==> config.mk <==
export PLATFORM = sky130hd
export DESIGN_NAME = dual_ramp_envelope_generator
export DESIGN_NICKNAME = d
export VERILOG_FILES = /design/src/design/drenv_pkg.sv /design/src/design/drenv_ramp.sv /design/src/design/drenv_shape.sv /design/src/design/dual_ramp_envelope_generator.sv
export VERILOG_INCLUDE_DIRS = /design/src /design/src/design
export SDC_FILE = /design/constraint.sdc
export NUM_CORES = 1
export LEC_CHECK = 0
export BUFFER_PORTS_ARGS = -buffer_cell sky130_fd_sc_hd__buf_2
export CAP_MARGIN = 20
export CORE_ASPECT_RATIO = 0.6
export CORE_MARGIN = 2
export CORE_UTILIZATION = 65
export DETAILED_ROUTE_END_ITERATION = 7
export PLACE_DENSITY = 0.84
export RECOVER_POWER = 50
export SYNTH_ARGS = -nofsm -noshare
export SYNTH_HDL_FRONTEND = slang
export SYNTH_SLANG_ARGS = --single-unit
==> constraint.sdc <==
create_clock -name clk_i -period 37.9 [get_ports clk_i]
set_input_delay 5.685 -clock clk_i [delete_from_list [all_inputs] [get_ports clk_i]]
set_output_delay 5.685 -clock clk_i [all_outputs]
set_load 0.05 [all_outputs]
==> src/design/dual_ramp_envelope_generator_assert.svh <==
// Assertion macros shared by the envelope generator RTL.
`ifndef DUAL_RAMP_ENVELOPE_GENERATOR_ASSERT_SVH
`define DUAL_RAMP_ENVELOPE_GENERATOR_ASSERT_SVH

// Same-cycle implication, checked out of reset.
`define DRENV_ASSERT_IMP(name, ante, cons, msg) \
  name: assert property (@(posedge clk_i) disable iff (!rst_ni) (ante) |-> (cons)) \
    else $error(msg);

// Next-cycle implication, checked out of reset.
`define DRENV_ASSERT_NXT(name, ante, cons, msg) \
  name: assert property (@(posedge clk_i) disable iff (!rst_ni) (ante) |=> (cons)) \
    else $error(msg);

`endif

==> src/design/drenv_pkg.sv <==
// Types and constants of the dual ramp envelope generator.
`timescale 1ns / 1ps
package drenv_pkg;

  localparam int unsigned DAC_W     = 12;
  localparam int unsigned ACC_W     = 32;
  localparam int unsigned RATE_W    = 28;
  localparam int unsigned GAIN_W    = 8;
  localparam int unsigned OUT_SHIFT = 18;
  localparam int unsigned WORK_W    = 15;

  localparam logic [ACC_W-1:0]         TOP_LEVEL  = 32'h4000_0000;
  localparam logic signed [WORK_W-1:0] MID_CODE   = 15'sd2047;
  localparam logic signed [WORK_W-1:0] FULL_CODE  = 15'sd4095;
  localparam logic signed [WORK_W-1:0] ABS_OFFSET = -15'sd65;

  // Channel type codes; the unused code behaves as attack-release.
  localparam logic [1:0] KIND_AHR = 2'd0;
  localparam logic [1:0] KIND_OSC = 2'd1;
  localparam logic [1:0] KIND_AR  = 2'd2;

  // Output mode codes; the unused code behaves as normal.
  localparam logic [1:0] OM_NORMAL = 2'd0;
  localparam logic [1:0] OM_INVERT = 2'd1;
  localparam logic [1:0] OM_ABS    = 2'd2;

  // Configuration register indexes.
  localparam logic [2:0] REG_TYPE0    = 3'd0;
  localparam logic [2:0] REG_TYPE1    = 3'd1;
  localparam logic [2:0] REG_OUTMODE0 = 3'd2;
  localparam logic [2:0] REG_OUTMODE1 = 3'd3;
  localparam logic [2:0] REG_GAIN0    = 3'd4;
  localparam logic [2:0] REG_GAIN1    = 3'd5;

  typedef enum logic [1:0] {
    EDGE_IDLE    = 2'd0,
    EDGE_RISING  = 2'd1,
    EDGE_HOLDING = 2'd2,
    EDGE_FALLING = 2'd3
  } edge_e;

  typedef enum logic [1:0] {
    RS_IDLE = 2'd0,
    RS_UP   = 2'd1,
    RS_HOLD = 2'd2,
    RS_DOWN = 2'd3
  } ramp_e;

  typedef struct packed {
    logic              channel;
    logic              gate;
    logic [RATE_W-1:0] rise_rate;
    logic [RATE_W-1:0] fall_rate;
  } in_item_t;

  typedef struct packed {
    logic [DAC_W-1:0] dac_value;
    logic [1:0]       ramp_phase;
  } out_item_t;

  typedef struct packed {
    logic [1:0]        kind;
    logic [1:0]        outmode;
    logic [GAIN_W-1:0] gain;
  } chan_cfg_t;

  typedef struct packed {
    logic [ACC_W-1:0] acc;
    ramp_e            rs_next;
    ramp_e            rs_cur;
  } ramp_res_t;

endpackage

==> src/design/drenv_ramp.sv <==
// Per-channel gate tracker, ramp state machine and accumulator.
`timescale 1ns / 1ps
module drenv_ramp import drenv_pkg::*; (
  input  logic      clk_i,
  input  logic      rst_ni,
  input  logic      adv_i,
  input  in_item_t  item_i,
  input  logic [1:0] kind_i,
  output ramp_res_t res_o
);

  edge_e            edge_q [2];
  ramp_e            rs_q   [2];
  logic [ACC_W-1:0] acc_q  [2];

  edge_e            edge_cur, edge_d;
  ramp_e            rs_cur, rs_d;
  logic [ACC_W-1:0] acc_cur, acc_d, acc_up, acc_dn;
  logic             is_ahr, is_osc, is_env;

  assign edge_cur = edge_q[item_i.channel];
  assign rs_cur   = rs_q[item_i.channel];
  assign acc_cur  = acc_q[item_i.channel];
  assign is_ahr   = (kind_i == KIND_AHR);
  assign is_osc   = (kind_i == KIND_OSC);
  assign is_env   = !is_osc;
  assign acc_up   = acc_cur + {{(ACC_W-RATE_W){1'b0}}, item_i.rise_rate};
  assign acc_dn   = acc_cur - {{(ACC_W-RATE_W){1'b0}}, item_i.fall_rate};

  always_comb begin
    unique case (edge_cur)
      EDGE_IDLE:    edge_d = item_i.gate ? EDGE_RISING : EDGE_IDLE;
      EDGE_RISING:  edge_d = EDGE_HOLDING;
      EDGE_HOLDING: edge_d = item_i.gate ? EDGE_HOLDING : EDGE_FALLING;
      default:      edge_d = EDGE_IDLE;
    endcase
  end

  always_comb begin
    rs_d  = rs_cur;
    acc_d = acc_cur;
    unique case (rs_cur)
      RS_UP: begin
        acc_d = acc_up;
        if (!acc_up[ACC_W-1] && (acc_up > TOP_LEVEL)) begin
          rs_d = is_ahr ? RS_HOLD : RS_DOWN;
        end else if (is_ahr && (edge_d == EDGE_FALLING)) begin
          rs_d = RS_DOWN;
        end
      end
      RS_HOLD: begin
        acc_d = TOP_LEVEL;
        if ((edge_d == EDGE_FALLING) || (edge_d == EDGE_IDLE)) begin
          rs_d = RS_DOWN;
        end
      end
      RS_DOWN: begin
        acc_d = acc_dn;
        if (acc_dn[ACC_W-1]) begin
          rs_d = (is_osc && (edge_d == EDGE_HOLDING)) ? RS_UP : RS_IDLE;
        end else if (is_env && (edge_d == EDGE_RISING)) begin
          rs_d = RS_UP;
        end
      end
      default: begin
        if (edge_d == EDGE_RISING) begin
          rs_d = RS_UP;
        end
      end
    endcase
  end

  always_ff @(posedge clk_i or negedge rst_ni) begin
    if (!rst_ni) begin
      for (int i = 0; i < 2; i++) begin
        edge_q[i] <= EDGE_IDLE;
        rs_q[i]   <= RS_IDLE;
        acc_q[i]  <= '0;
      end
    end else if (adv_i) begin
      edge_q[item_i.channel] <= edge_d;
      rs_q[item_i.channel]   <= rs_d;
      acc_q[item_i.channel]  <= acc_d;
    end
  end

  assign res_o = '{acc: acc_d, rs_next: rs_d, rs_cur: rs_cur};

endmodule

==> src/design/drenv_shape.sv <==
// Output shaping: scale, oscillator level, invert or absolute, and clamp.
`timescale 1ns / 1ps
module drenv_shape import drenv_pkg::*; (
  input  logic [ACC_W-1:0] acc_i,
  input  chan_cfg_t        cfg_i,
  output logic [DAC_W-1:0] dac_o
);

  logic [DAC_W-1:0]          base;
  logic [DAC_W+GAIN_W-1:0]   prod;
  logic signed [WORK_W-1:0]  lvl, gain_off, v_osc, v_mode;
  logic                      is_osc;

  assign is_osc = (cfg_i.kind == KIND_OSC);

  // Negative accumulator reads as zero; anything at or above 2^30 saturates.
  always_comb begin
    if (acc_i[ACC_W-1]) begin
      base = '0;
    end else if (acc_i[OUT_SHIFT+DAC_W]) begin
      base = '1;
    end else begin
      base = acc_i[OUT_SHIFT +: DAC_W];
    end
  end

  assign prod     = {{GAIN_W{1'b0}}, base} * {{DAC_W{1'b0}}, cfg_i.gain};
  assign lvl      = $signed({{(WORK_W-DAC_W){1'b0}}, prod[GAIN_W +: DAC_W]});
  assign gain_off = MID_CODE - $signed({{(WORK_W-GAIN_W-3){1'b0}}, cfg_i.gain, 3'b000});

  always_comb begin
    if (!is_osc) begin
      v_osc = $signed({{(WORK_W-DAC_W){1'b0}}, base});
    end else if (cfg_i.outmode != OM_ABS) begin
      v_osc = lvl + gain_off;
    end else begin
      v_osc = lvl;
    end
  end

  always_comb begin
    unique case (cfg_i.outmode)
      OM_INVERT: v_mode = FULL_CODE - v_osc;
      OM_ABS:    v_mode = (v_osc >>> 1) + MID_CODE + ABS_OFFSET;
      default:   v_mode = v_osc;
    endcase
  end

  always_comb begin
    if (v_mode < 0) begin
      dac_o = '0;
    end else if (v_mode > FULL_CODE) begin
      dac_o = '1;
    end else begin
      dac_o = v_mode[DAC_W-1:0];
    end
  end

endmodule

==> src/design/dual_ramp_envelope_generator.sv <==
// Top level of the two-channel ramp envelope and oscillator generator.
`timescale 1ns / 1ps
// Each input beat advances one channel (0 or 1) by one sample tick: the gate
// edge tracker steps, the ramp machine adds rise_rate or subtracts fall_rate
// on that channel's 32-bit accumulator (hold pins it at 2^30), and the
// shaped 12-bit sample plus the new ramp phase come out as one result beat.
// The block takes one beat per clock while the output is not stalled: the
// input register feeds a single pass of ramp update, one 12x8 multiply
// and clamps, and the result lands in the output register.
// Channel state is written on the same edge that loads the result, so
// beats for the same channel may follow each other in consecutive cycles.
// A stalled output holds its beat and backs up into the input register;
// in_stall_o rises only once both registers are full. Configuration writes
// are always ready, take effect on the next edge and are meant to be made
// while no beat is in flight; indexes above five are dropped.
module dual_ramp_envelope_generator import drenv_pkg::*; (
  input  logic        clk_i,
  input  logic        rst_ni,
  input  logic        in_valid_i,
  output logic        in_stall_o,
  input  in_item_t    in_item_i,
  output logic        out_valid_o,
  input  logic        out_stall_i,
  output out_item_t   out_item_o,
  input  logic        cfg_valid_i,
  output logic        cfg_ready_o,
  input  logic [2:0]  cfg_index_i,
  input  logic [7:0]  cfg_data_i
);

`include "dual_ramp_envelope_generator_assert.svh"

  // Configuration registers.
  logic [1:0]        kind_q    [2];
  logic [1:0]        outmode_q [2];
  logic [GAIN_W-1:0] gain_q    [2];

  // Input and result registers.
  logic      in_valid_q, out_valid_q;
  in_item_t  in_q;
  out_item_t out_q;

  logic       adv, in_take;
  chan_cfg_t  chan_cfg;
  ramp_res_t  ramp_res;
  logic [DAC_W-1:0] dac;

  assign cfg_ready_o = 1'b1;

  always_ff @(posedge clk_i or negedge rst_ni) begin
    if (!rst_ni) begin
      for (int i = 0; i < 2; i++) begin
        kind_q[i]    <= KIND_AHR;
        outmode_q[i] <= OM_NORMAL;
        gain_q[i]    <= '1;
      end
    end else if (cfg_valid_i && cfg_ready_o) begin
      unique case (cfg_index_i)
        REG_TYPE0:    kind_q[0]    <= cfg_data_i[1:0];
        REG_TYPE1:    kind_q[1]    <= cfg_data_i[1:0];
        REG_OUTMODE0: outmode_q[0] <= cfg_data_i[1:0];
        REG_OUTMODE1: outmode_q[1] <= cfg_data_i[1:0];
        REG_GAIN0:    gain_q[0]    <= cfg_data_i[GAIN_W-1:0];
        REG_GAIN1:    gain_q[1]    <= cfg_data_i[GAIN_W-1:0];
        default: ;
      endcase
    end
  end

  // Advance the input beat whenever the result register is free or draining.
  assign adv        = in_valid_q && (!out_valid_q || !out_stall_i);
  assign in_stall_o = in_valid_q && !adv;
  assign in_take    = in_valid_i && !in_stall_o;

  always_ff @(posedge clk_i or negedge rst_ni) begin
    if (!rst_ni) begin
      in_valid_q <= 1'b0;
    end else if (in_take) begin
      in_valid_q <= 1'b1;
    end else if (adv) begin
      in_valid_q <= 1'b0;
    end
  end

  always_ff @(posedge clk_i) begin
    if (in_take) begin
      in_q <= in_item_i;
    end
  end

  assign chan_cfg = '{kind:    kind_q[in_q.channel],
                      outmode: outmode_q[in_q.channel],
                      gain:    gain_q[in_q.channel]};

  drenv_ramp u_ramp (
    .clk_i  (clk_i),
    .rst_ni (rst_ni),
    .adv_i  (adv),
    .item_i (in_q),
    .kind_i (chan_cfg.kind),
    .res_o  (ramp_res)
  );

  drenv_shape u_shape (
    .acc_i (ramp_res.acc),
    .cfg_i (chan_cfg),
    .dac_o (dac)
  );

  // Result register: load on advance, drop once taken downstream.
  always_ff @(posedge clk_i or negedge rst_ni) begin
    if (!rst_ni) begin
      out_valid_q <= 1'b0;
    end else if (adv) begin
      out_valid_q <= 1'b1;
    end else if (!out_stall_i) begin
      out_valid_q <= 1'b0;
    end
  end

  always_ff @(posedge clk_i) begin
    if (adv) begin
      out_q <= '{dac_value: dac, ramp_phase: ramp_res.rs_next};
    end
  end

  assign out_valid_o = out_valid_q;
  assign out_item_o  = out_q;

  `DRENV_ASSERT_IMP(a_stall_needs_item, in_stall_o, in_valid_q, "input stall without a held beat")
  `DRENV_ASSERT_NXT(a_adv_loads_result, adv, out_valid_q, "advanced beat did not reach output")
  `DRENV_ASSERT_IMP(a_hold_pins_top, adv && (ramp_res.rs_cur == RS_HOLD), ramp_res.acc == TOP_LEVEL, "hold did not pin accumulator")

endmodule
# --- Yosys cells after proc, flatten, opt, wreduce, memory -nomap -nowiden ---
# Cells that the tools add are included.
totals:
  reg_bits: 170
  latchBits: 0
  mem_bits_rw: 0
  romBits: 0
  output_inout_bits: 17
  elab_cells: 127
  n_memories: 0
classes:
  n_addsub: 7
  n_mul: 1
  div_mod_pow: 0
  n_lt_le_gt_ge: 5
  eq_ne: 18
  n_shift: 0
  n_mux: 48
  bitwise: 1
  reduce_logical: 27
ops:
  columns: ["operator", "count"]
  rows:
  - ["$mux 32", 4]
  - ["$pmux 32 s3", 1]
  - ["$bwmux 64", 1]
  - ["$mux 2", 19]
  - ["$mux 12", 3]
  - ["$add 32x28->32", 1]
  - ["$demux 32 s1", 1]
  - ["$gt 32x31->1 const B", 1]
  - ["$sub 32x28->32", 1]
  - ["$mux 15", 2]
  - ["$pmux 15 s2", 1]
  - ["$mux 8", 3]
  - ["$mul 12x8->20", 1]
  - ["$add 13x15->15", 1]
  - ["$add 14x12->15 const B", 1]
  - ["$add 15x8->15 const B", 1]
  - ["$gt 15x13->1 const B", 1]
  - ["$lt 15x1->1 const B", 1]
  - ["$sub 13x15->15 const A", 1]
  - ["$eq 2x2->1 const B", 6]
  - ["$pmux 2 s3", 2]
  - ["$reduce_and 2->1", 6]
  - ["$sub 11x11->12 const A", 1]
  - ["$eq 2x1->1 const B", 5]
  - ["17 further kinds", 42]

# --- Logic depth before layout (Yosys ltp) ---
# Gate-level depths: netlist of the first run.
logic_depth:
  word_depth: 17
  ltp_mapped: 52
  ltp_nobuf: 46

# --- By module ---
# Synthesis of the first run repeated with hierarchy kept, for this count alone.
hier_totals:
  hier_cells: 1666
  hier_area_um2: 15104.5
by_module_without_submodules:
  columns: ["mod", "instances", "cells_per_inst", "area_each_um2", "seq_area_each_um2"]
  rows:
  - ["drenv_ramp", 1, 930, 7165.6, 1801.7]
  - ["drenv_shape", 1, 586, 4555.6, 0.0]
  - ["dual_ramp_envelope_generator", 1, 150, 3383.2, 2832.7]

# --- Worst setup path before layout of the first run ---
# Ideal clock, no wire load.
synth_path:
  path_kind: "reg-to-reg"
  startpoint: "reg in_q[57] in the netlist's numbering"
  endpoint: "reg out_q, in the netlist out_item_o[12], data pin"
  setup_time_ns: 0.152
  t_arrival_ns: 11.727
  setup_slack_ns: 26.022
  stages_incl_launch_ff: 49
  synth_period_minus_slack_ns: 11.878
  path_cell_list: "edfxtp_1 buf_2 buf_2 buf_1 buf_1 clkbuf_1 clkbuf_1 mux2i_1 inv_1 ha_1 fa_1 a21oi_1 o21ai_1 o21ai_1 a21oi_2 a311oi_2 o41a_2 o221a_2 [... 13 more ...] and3_1 o21ai_0 nand2b_1 a21o_1 or3_1 and2_1 ha_1 nor2b_1 o21a_1 o2111a_1 nor3_1 xnor2_1 o221ai_1 nand3_1 nand2b_1 and3_1 mux2_1 a31oi_1"
synth_via:
  elab_chain_cells: 17
  elab_cells_between_ends: 40
  cone_classes: "7 x add/sub; 1 x mul; 2 x order compare; 7 x eq/ne; 22 x mux; 1 x bitwise"
synth_rtl:
  columns: ["element", "line", "rtl"]
  rows:
  - ["start: declaration", "dual_ramp_envelope_generator.sv:40", "in_item_t in_q;"]
  - ["start signal: assignment", "dual_ramp_envelope_generator.sv:87", "in_q <= in_item_i;"]
  - ["$not 1->2 (not written as such) (*)", null, null]
  - ["$mux 32 (not written as such) / $mux 2 (equally long branches) (3 in a row)", "drenv_ramp.sv:23, drenv_ramp.sv:22", null]
  - ["$sub 32x28->32 (tied with other cells)", "drenv_ramp.sv:28", "assign acc_dn = acc_cur - {{(ACC_W-RATE_W){1'b0}}, item_i.fall_rate};"]
  - ["$pmux 32 s3", "drenv_ramp.sv:42", "unique case (rs_cur)"]
  - ["$mux 12", "drenv_shape.sv:20", "end else if (acc_i[OUT_SHIFT+DAC_W]) begin"]
  - ["$mux 12", "drenv_shape.sv:18", "if (acc_i[ACC_W-1]) begin"]
  - ["$mul 12x8->20", "drenv_shape.sv:27", "assign prod = {{GAIN_W{1'b0}}, base} * {{DAC_W{1'b0}}, cfg_i.gain};"]
  - ["$add 13x15->15", "drenv_shape.sv:35", "v_osc = lvl + gain_off;"]
  - ["$mux 15", "drenv_shape.sv:34", "end else if (cfg_i.outmode != OM_ABS) begin"]
  - ["$mux 15", "drenv_shape.sv:32", "if (!is_osc) begin"]
  - ["$add 14x12->15", "drenv_shape.sv:44", "OM_ABS: v_mode = (v_osc >>> 1) + MID_CODE + ABS_OFFSET;"]
  - ["$add 15x8->15", "drenv_shape.sv:44", null]
  - ["$pmux 15 s2 (*)", "drenv_shape.sv:42", "unique case (cfg_i.outmode)"]
  - ["$gt 15x13->1", "drenv_shape.sv:52", "end else if (v_mode > FULL_CODE) begin"]
  - ["$mux 12", "drenv_shape.sv:52", null]
  - ["end signal: assignment", "dual_ramp_envelope_generator.sv:123", "out_q <= '{dac_value: dac, ramp_phase: ramp_res.rs_next};"]
  - ["end: declaration", "dual_ramp_envelope_generator.sv:41", "out_item_t out_q;"]
# Mark *: on every way between the ends. The rest lies on a longest branch, timed or not. The select of a mux whose other input is x is not followed.
# A chain may end at the register's enable or synchronous reset.

# --- Worst setup path in the final report of the first run ---
# Ends and elaborated chain as after synthesis.

==> flow_summary.yaml, run 1 <==
cells_and_area:
  antennaDiodeCount: 0
  nFillCells: 1626
  layout_commonest_cell: "inv_1"
  final_cell_area_um2: 16300
  layout_common_cells: "inv_1, nor2_1, nand2_1"
  areaGrowthSynthToFinish_pct: 9.77
  drive_gt1_frac: 0.179
  nets: 1892
logic_synthesis:
  syn_nets: 1816
  ys_types: 94
  synth_adder_area_share: 0.175
  synthMuxAreaShare: 0.107
  synthArstFlopShare: 0.576
  ys.flop_type: "dfrtp_1"
  syn_area_um2: 14900
  ys_warn_count: 0
  ys_seq_area_frac: 0.312
  synth_top_family_by_area: "compound AO/OA/AOI/OAI gates"
  synth-compound-area-share: 0.177
  synth_cells: 1571
  synth_xor_area_frac: 0.0401
  yosys.area_share.simple: 0.141
  synth_edf_count: 72
  avgSynthCellArea_um2: 9.46
  ys_ff_latch: 170
place:
  portBuffers: 89
  gp_congestion: 0.987
  dp.final_hpwl_um: 30300
  placed_area_um2: 15600
critical_path:
  cp_slowest_cell: "edfxtp_1"
  cp.required_ns: 38.21
  end_kind: "flop"
  reg2reg_slack_ns: 24.85
  critPathMaxFanout: 44
  critPathArrivalTime_ns: 13.36
  rr_worst_depth: 41
  critPathLaunchType: "flop"
  slowest_delay_ns: 0.93
  rr_endpoint: "out_item_o[12]"
  crit_top_cell: "fa_1"
  rr_startpoint: "in_q[57]"
  worstSetupPathType: "reg -> reg"
global_routing:
  antenna_found_initial: 0
  grt_pass1_vias: 12000
  grt_use_total: 0.355
  grt_pass1_wl_um: 65300
  grt_max_degree: 77
  gr-total-overflow: 0
floorplan:
  die_area_um2: 24100
  die_y_um: 121
  rows: 42
  initial_core_util: 0.669
  ios: 91
  die_w_um: 199
  core_area_um2: 22200
clock_tree:
  clock_sinks: 170
  htree_levels: 4
  cts_buffers: 17
  cts_resized: 0
  cts_hold_buf: 0
  clk_pin_slew_worst_paths_ns: 0.07
  postCtsSetupBuffers: 0
  worstSkewPairLatency_ns: 0.46
  cts_tree: "built"
  cts.path.max_buffers: 2
  root_buffer: "clkbuf_16"
routing:
  drt_first_pass_iters: 5
  via_count: 12600
  postRouteWirelength_um: 41100
  drc: 0
  via_per_inst: 6.41
  route.antenna.remaining_nets: 0
  drt-initial-drc-count: 1510
  wire_per_inst_um: 20.9
timing:
  worstMarginPinSlew_ns: 4.21
  fin_crit_ns: 13.05
  skew_ns: 0.0117
  timing.final.crit_share: 0.344
  setup_viol: 0
  hold_viol_final: 0
  fmax_ghz: 0.0766
  rsz0062_at_grt: "false"
  setup_tns_ns: 0
  drv_slew: 136
  timing.slew.headroom: -1.81
min_path:
  worstHoldEndpoint: "out_valid_o"
  hold_class: "reg -> reg"
  hp-start: "in_valid_q"
  min_path_cells: 1
job:
  drv_cap: 2
status:
  status: "finished, violations left"
  violations: "capacitance limit, slew limit"
## area by class of cell
type / count / area (um^2) / area share
multi-input cells: 1211 / 9520 / 0.584
flip-flops and latches: 170 / 4630 / 0.284
repair buffers: 110 / 596 / 0.0365
inverters: 137 / 514 / 0.0315
clock buffers: 17 / 425 / 0.0261
well taps: 308 / 385 / 0.0236
clock inverters: 15 / 239 / 0.0146
## kinds of logic (layout without fill, tap and decap cells)
kind of cell    Yosys count  after routing
mux                     145            145
xor+xnor                 68             68
fa+ha+maj               171            171
other cells               1              1
flops                   170            170
buf+inv                 190            279
simple gates            434            434
compound gates          392            392
## sequential cells by signal (all words and copies together) (netlist names)
register,flops
u_ramp.acc_q,64
u_ramp.rs_q,4
out_valid_o,1
u_ramp.edge_q,4
in_q,58
in_valid_q,1
out_item_o,14
gain_q,16
outmode_q,4
kind_q,4
## critical path, delay by kind of cell, from the launching register on
family	cells	cell delay (ns)
compound gates	14	4.35
xor+xnor	1	0.17
fa+ha+maj	7	3.11
buf+inv	4	0.83
flops	1	0.93
mux	3	0.93
simple gates	12	2.54
## synth_stat cells, types with 26 or more instances
library cell | number | area, um^2
a21o_1 | 32 | 240
nand3_1 | 30 | 150
a21oi_1 | 100 | 500
nor2_1 | 134 | 503
edfxtp_1 | 72 | 2160
nand2_1 | 117 | 439
o21ai_0 | 82 | 410
xnor2_1 | 45 | 394
nand2b_1 | 26 | 163
mux2_2 | 101 | 1140
inv_1 | 136 | 510
clkbuf_1 | 39 | 146
mux2i_1 | 41 | 410
dfrtp_1 | 82 | 2050
ha_1 | 110 | 1380
fa_1 | 61 | 1220
## how the worst max path moves through the flow
stage,startpoint,to,slack [ns]
after global routing,in_q[57],out_item_o[12],23.99
final,in_q[57],out_item_o[12],24.85
after CTS,in_q[57],out_item_o[12],25.14
after global placement,in_q[57],out_item_o[12],25.52
after detailed placement,in_q[57],out_item_o[8],25.24
after floorplan,in_q[57],out_item_o[12],26.02
## per-stage QoR
stage          utilization  hold slack [ns]  std cells  setup slack [ns]
3_3_place_gp         0.704            0.457       1934             25.52
4_1_cts              0.734            0.482       1966             25.14
5_1_grt              0.734            0.510       1968             23.99
3_5_place_dp         0.704            0.467       1934             25.24
6_report             0.734            0.481       1968             24.85
2_1_floorplan            -            0.444       1571             26.02
## per-layer routing
metal / routed length, um / vias up / track usage / share of wire
met2: 16400 / 750 / 0.486 / 0.40
li1: - / 5773 / - / -
met3: 5100 / 63 / 0.108 / 0.12
met5: 0 / - / 0 / 0
met4: 648 / 0 / 0.0928 / 0.016
met1: 18900 / 6031 / 0.540 / 0.46
Power of run 1 is not shown: default switching activity piles up to over one toggle a cycle in this logic, so the estimate is an artifact.
==> run 2: changes to the inputs <==
--- a/config.mk
+++ b/config.mk
@@ -10,9 +10,9 @@
 export CAP_MARGIN = 20
 export CORE_ASPECT_RATIO = 0.6
 export CORE_MARGIN = 2
-export CORE_UTILIZATION = 65
+export CORE_UTILIZATION = 63
 export DETAILED_ROUTE_END_ITERATION = 7
-export PLACE_DENSITY = 0.84
+export PLACE_DENSITY = 0.82
 export RECOVER_POWER = 50
 export SYNTH_ARGS = -nofsm -noshare
 export SYNTH_HDL_FRONTEND = slang
==> constraint.sdc (replaced) <==
create_clock -name clk_i -period 12.65 [get_ports clk_i]
set_input_delay 1.8975 -clock clk_i [delete_from_list [all_inputs] [get_ports clk_i]]
set_output_delay 1.8975 -clock clk_i [all_outputs]
set_load 0.05 [all_outputs]
==> run 2 against run 1 <==
  * Sequential cell count did not move
  * Critical path type unchanged
  * The run still ends with capacitance limit, slew limit left
  * Cell area up 0.11%
  * First-iteration DRC count down 17%
  * Critical path depth up 1
  * Worst setup slack got worse by 24 ns
  * Sequential share of layout area hardly changed
  * Register-to-register slack got worse by 24 ns
  * Final cell count rose by 0.91%
  * Fmax grew 9.1%
  * Via count about the same
==> flow_summary.yaml, run 2 (synthesis results as in run 1) <==
status:
  status: "finished, violations left"
  violations: "capacitance limit, slew limit"
timing:
  timing.slew.headroom: -1.62
  rsz0062_at_grt: "false"
  setup_tns_ns: 0
  timing.hold.ws_ns: 0.489
  fin_crit_ns: 11.96
  setup_viol: 0
  timing.final.crit_share: 0.945
  worstMarginPinSlew_ns: 3.94
  hold_viol_final: 0
  skew_ns: 0.0115
  drv_slew: 72
  fmax_ghz: 0.0836
critical_path:
  crit_family: "compound AO/OA/AOI/OAI gates"
  slowest_delay_ns: 0.72
  critPathLaunchType: "flop"
  cp.required_ns: 12.97
  cp_slowest_cell: "a211oi_1"
  worstSetupPathType: "reg -> reg"
  crit_top_cell: "fa_1"
  critPathBufInv: 5
  critPathArrivalTime_ns: 12.28
  end_kind: "flop"
  reg2reg_slack_ns: 0.69
  critPathMaxFanout: 15
routing:
  drc: 0
  drt_first_pass_iters: 6
  drt-initial-drc-count: 1258
  wire_per_inst_um: 20.3
  via_count: 12600
  route.antenna.remaining_nets: 0
  via_per_inst: 6.35
  postRouteWirelength_um: 40400
floorplan:
  die_w_um: 202
  core_area_um2: 23100
  ios: 91
  initial_core_util: 0.643
  die_y_um: 123
  die_area_um2: 24900
  rows: 43
place:
  portBuffers: 89
  placed_area_um2: 15700
  dp.final_hpwl_um: 30000
  gp_congestion: 1.01
clock_tree:
  cts_tree: "built"
  clk_pin_slew_worst_paths_ns: 0.07
  postCtsSetupBuffers: 0
  worstSkewPairLatency_ns: 0.47
  cts_buffers: 17
  cts_hold_buf: 0
  htree_levels: 4
  cts.path.max_buffers: 2
  clock_sinks: 170
  cts_resized: 0
  root_buffer: "clkbuf_16"
cells_and_area:
  final_util: 0.706
  layout_common_cells: "inv_1, nor2_1, nand2_1"
  layout_commonest_cell: "inv_1"
  final_cell_area_um2: 16300
  largestRegisters: "u_ramp.acc_q: 64 flops, in_q: 58 flops, gain_q: 16 flops"
  largest_register_ff_count: 64
  regMostFlops: "u_ramp.acc_q"
  drive_gt1_frac: 0.188
  nets: 1903
  antennaDiodeCount: 0
  areaGrowthSynthToFinish_pct: 9.89
  nFillCells: 1754
global_routing:
  grt_pass1_vias: 11900
  grt_max_degree: 81
  gr-total-overflow: 0
  grt_use_total: 0.332
  antenna_found_initial: 0
  grt_pass1_wl_um: 63900
job:
  drv_cap: 1
min_path:
  hold_class: "reg -> reg"
-- run 2: cell types whose count changed in the layout (fill, tap and decap cells not counted) --
cell        previous run  this run
inv_8                  2         6
nor3_1                20        19
clkinv_1               3         1
clkinvlp_4             1         4
clkbuf_1               8         7
nor3_2                 0         1
bufinv_16              5         0
o311ai_0               3         2
o21ai_2                1         3
buf_4                 16        28
o21ai_1               13        11
o311ai_1               2         3
-- run 2: worst paths after layout --
check | to | depth (start not counted) | from
worst max-delay path | out_item_o[12] | 42 | in_q[57]
worst min-delay path | u_ramp.acc_q[22] | 2 | u_ramp.acc_q[22]
worst max register to register | out_item_o[12] | 42 | in_q[57]
worst min register to register | u_ramp.acc_q[22] | 2 | u_ramp.acc_q[22]
max in group asynchronous | u_ramp.acc_q[27] | 3 | rst_ni
min in group asynchronous | out_valid_o | 1 | rst_ni
-- run 2: worst register-to-register path, delay by kind of cell, from the launching register on --
kind	cells	cell delay, ns
AO/OA/AOI/OAI	17	4.37
AND/OR/NAND/NOR	10	2.08
multiplexers	3	0.92
buffers and inverters	5	0.72
adder cells (fa/ha/maj)	7	3.20
flip-flops	1	0.51
-- run 2: final cells by class --
cell class                      instances  area (um^2)  area share
Clock inverter                         15          149     0.00912
Multi-Input combinational cell       1211         9540       0.584
Timing Repair Buffer                  121          682      0.0417
Inverter                              137          514      0.0315
Clock buffer                           17          425      0.0260
Tap cell                              315          394      0.0241
Sequential cell                       170         4630       0.284
-- run 2: layer usage --
metal	global-route usage	vias to the layer above	wire (um)	part of all wire
met5	0	-	0	0
met4	0.0789	0	586	0.015
met3	0.105	60	4970	0.12
met2	0.448	705	16000	0.40
met1	0.510	6040	18800	0.47
li1	-	5809	-	-
-- run 2: metrics by stage --
stage,std cells,setup WS [ns]
after floorplan,1571,0.772
final,1986,0.690
after global placement,1952,1.09
after detailed placement,1952,0.595
after CTS,1984,0.509
after global routing,1986,0.118
Power of run 2 is left out for the same reason.
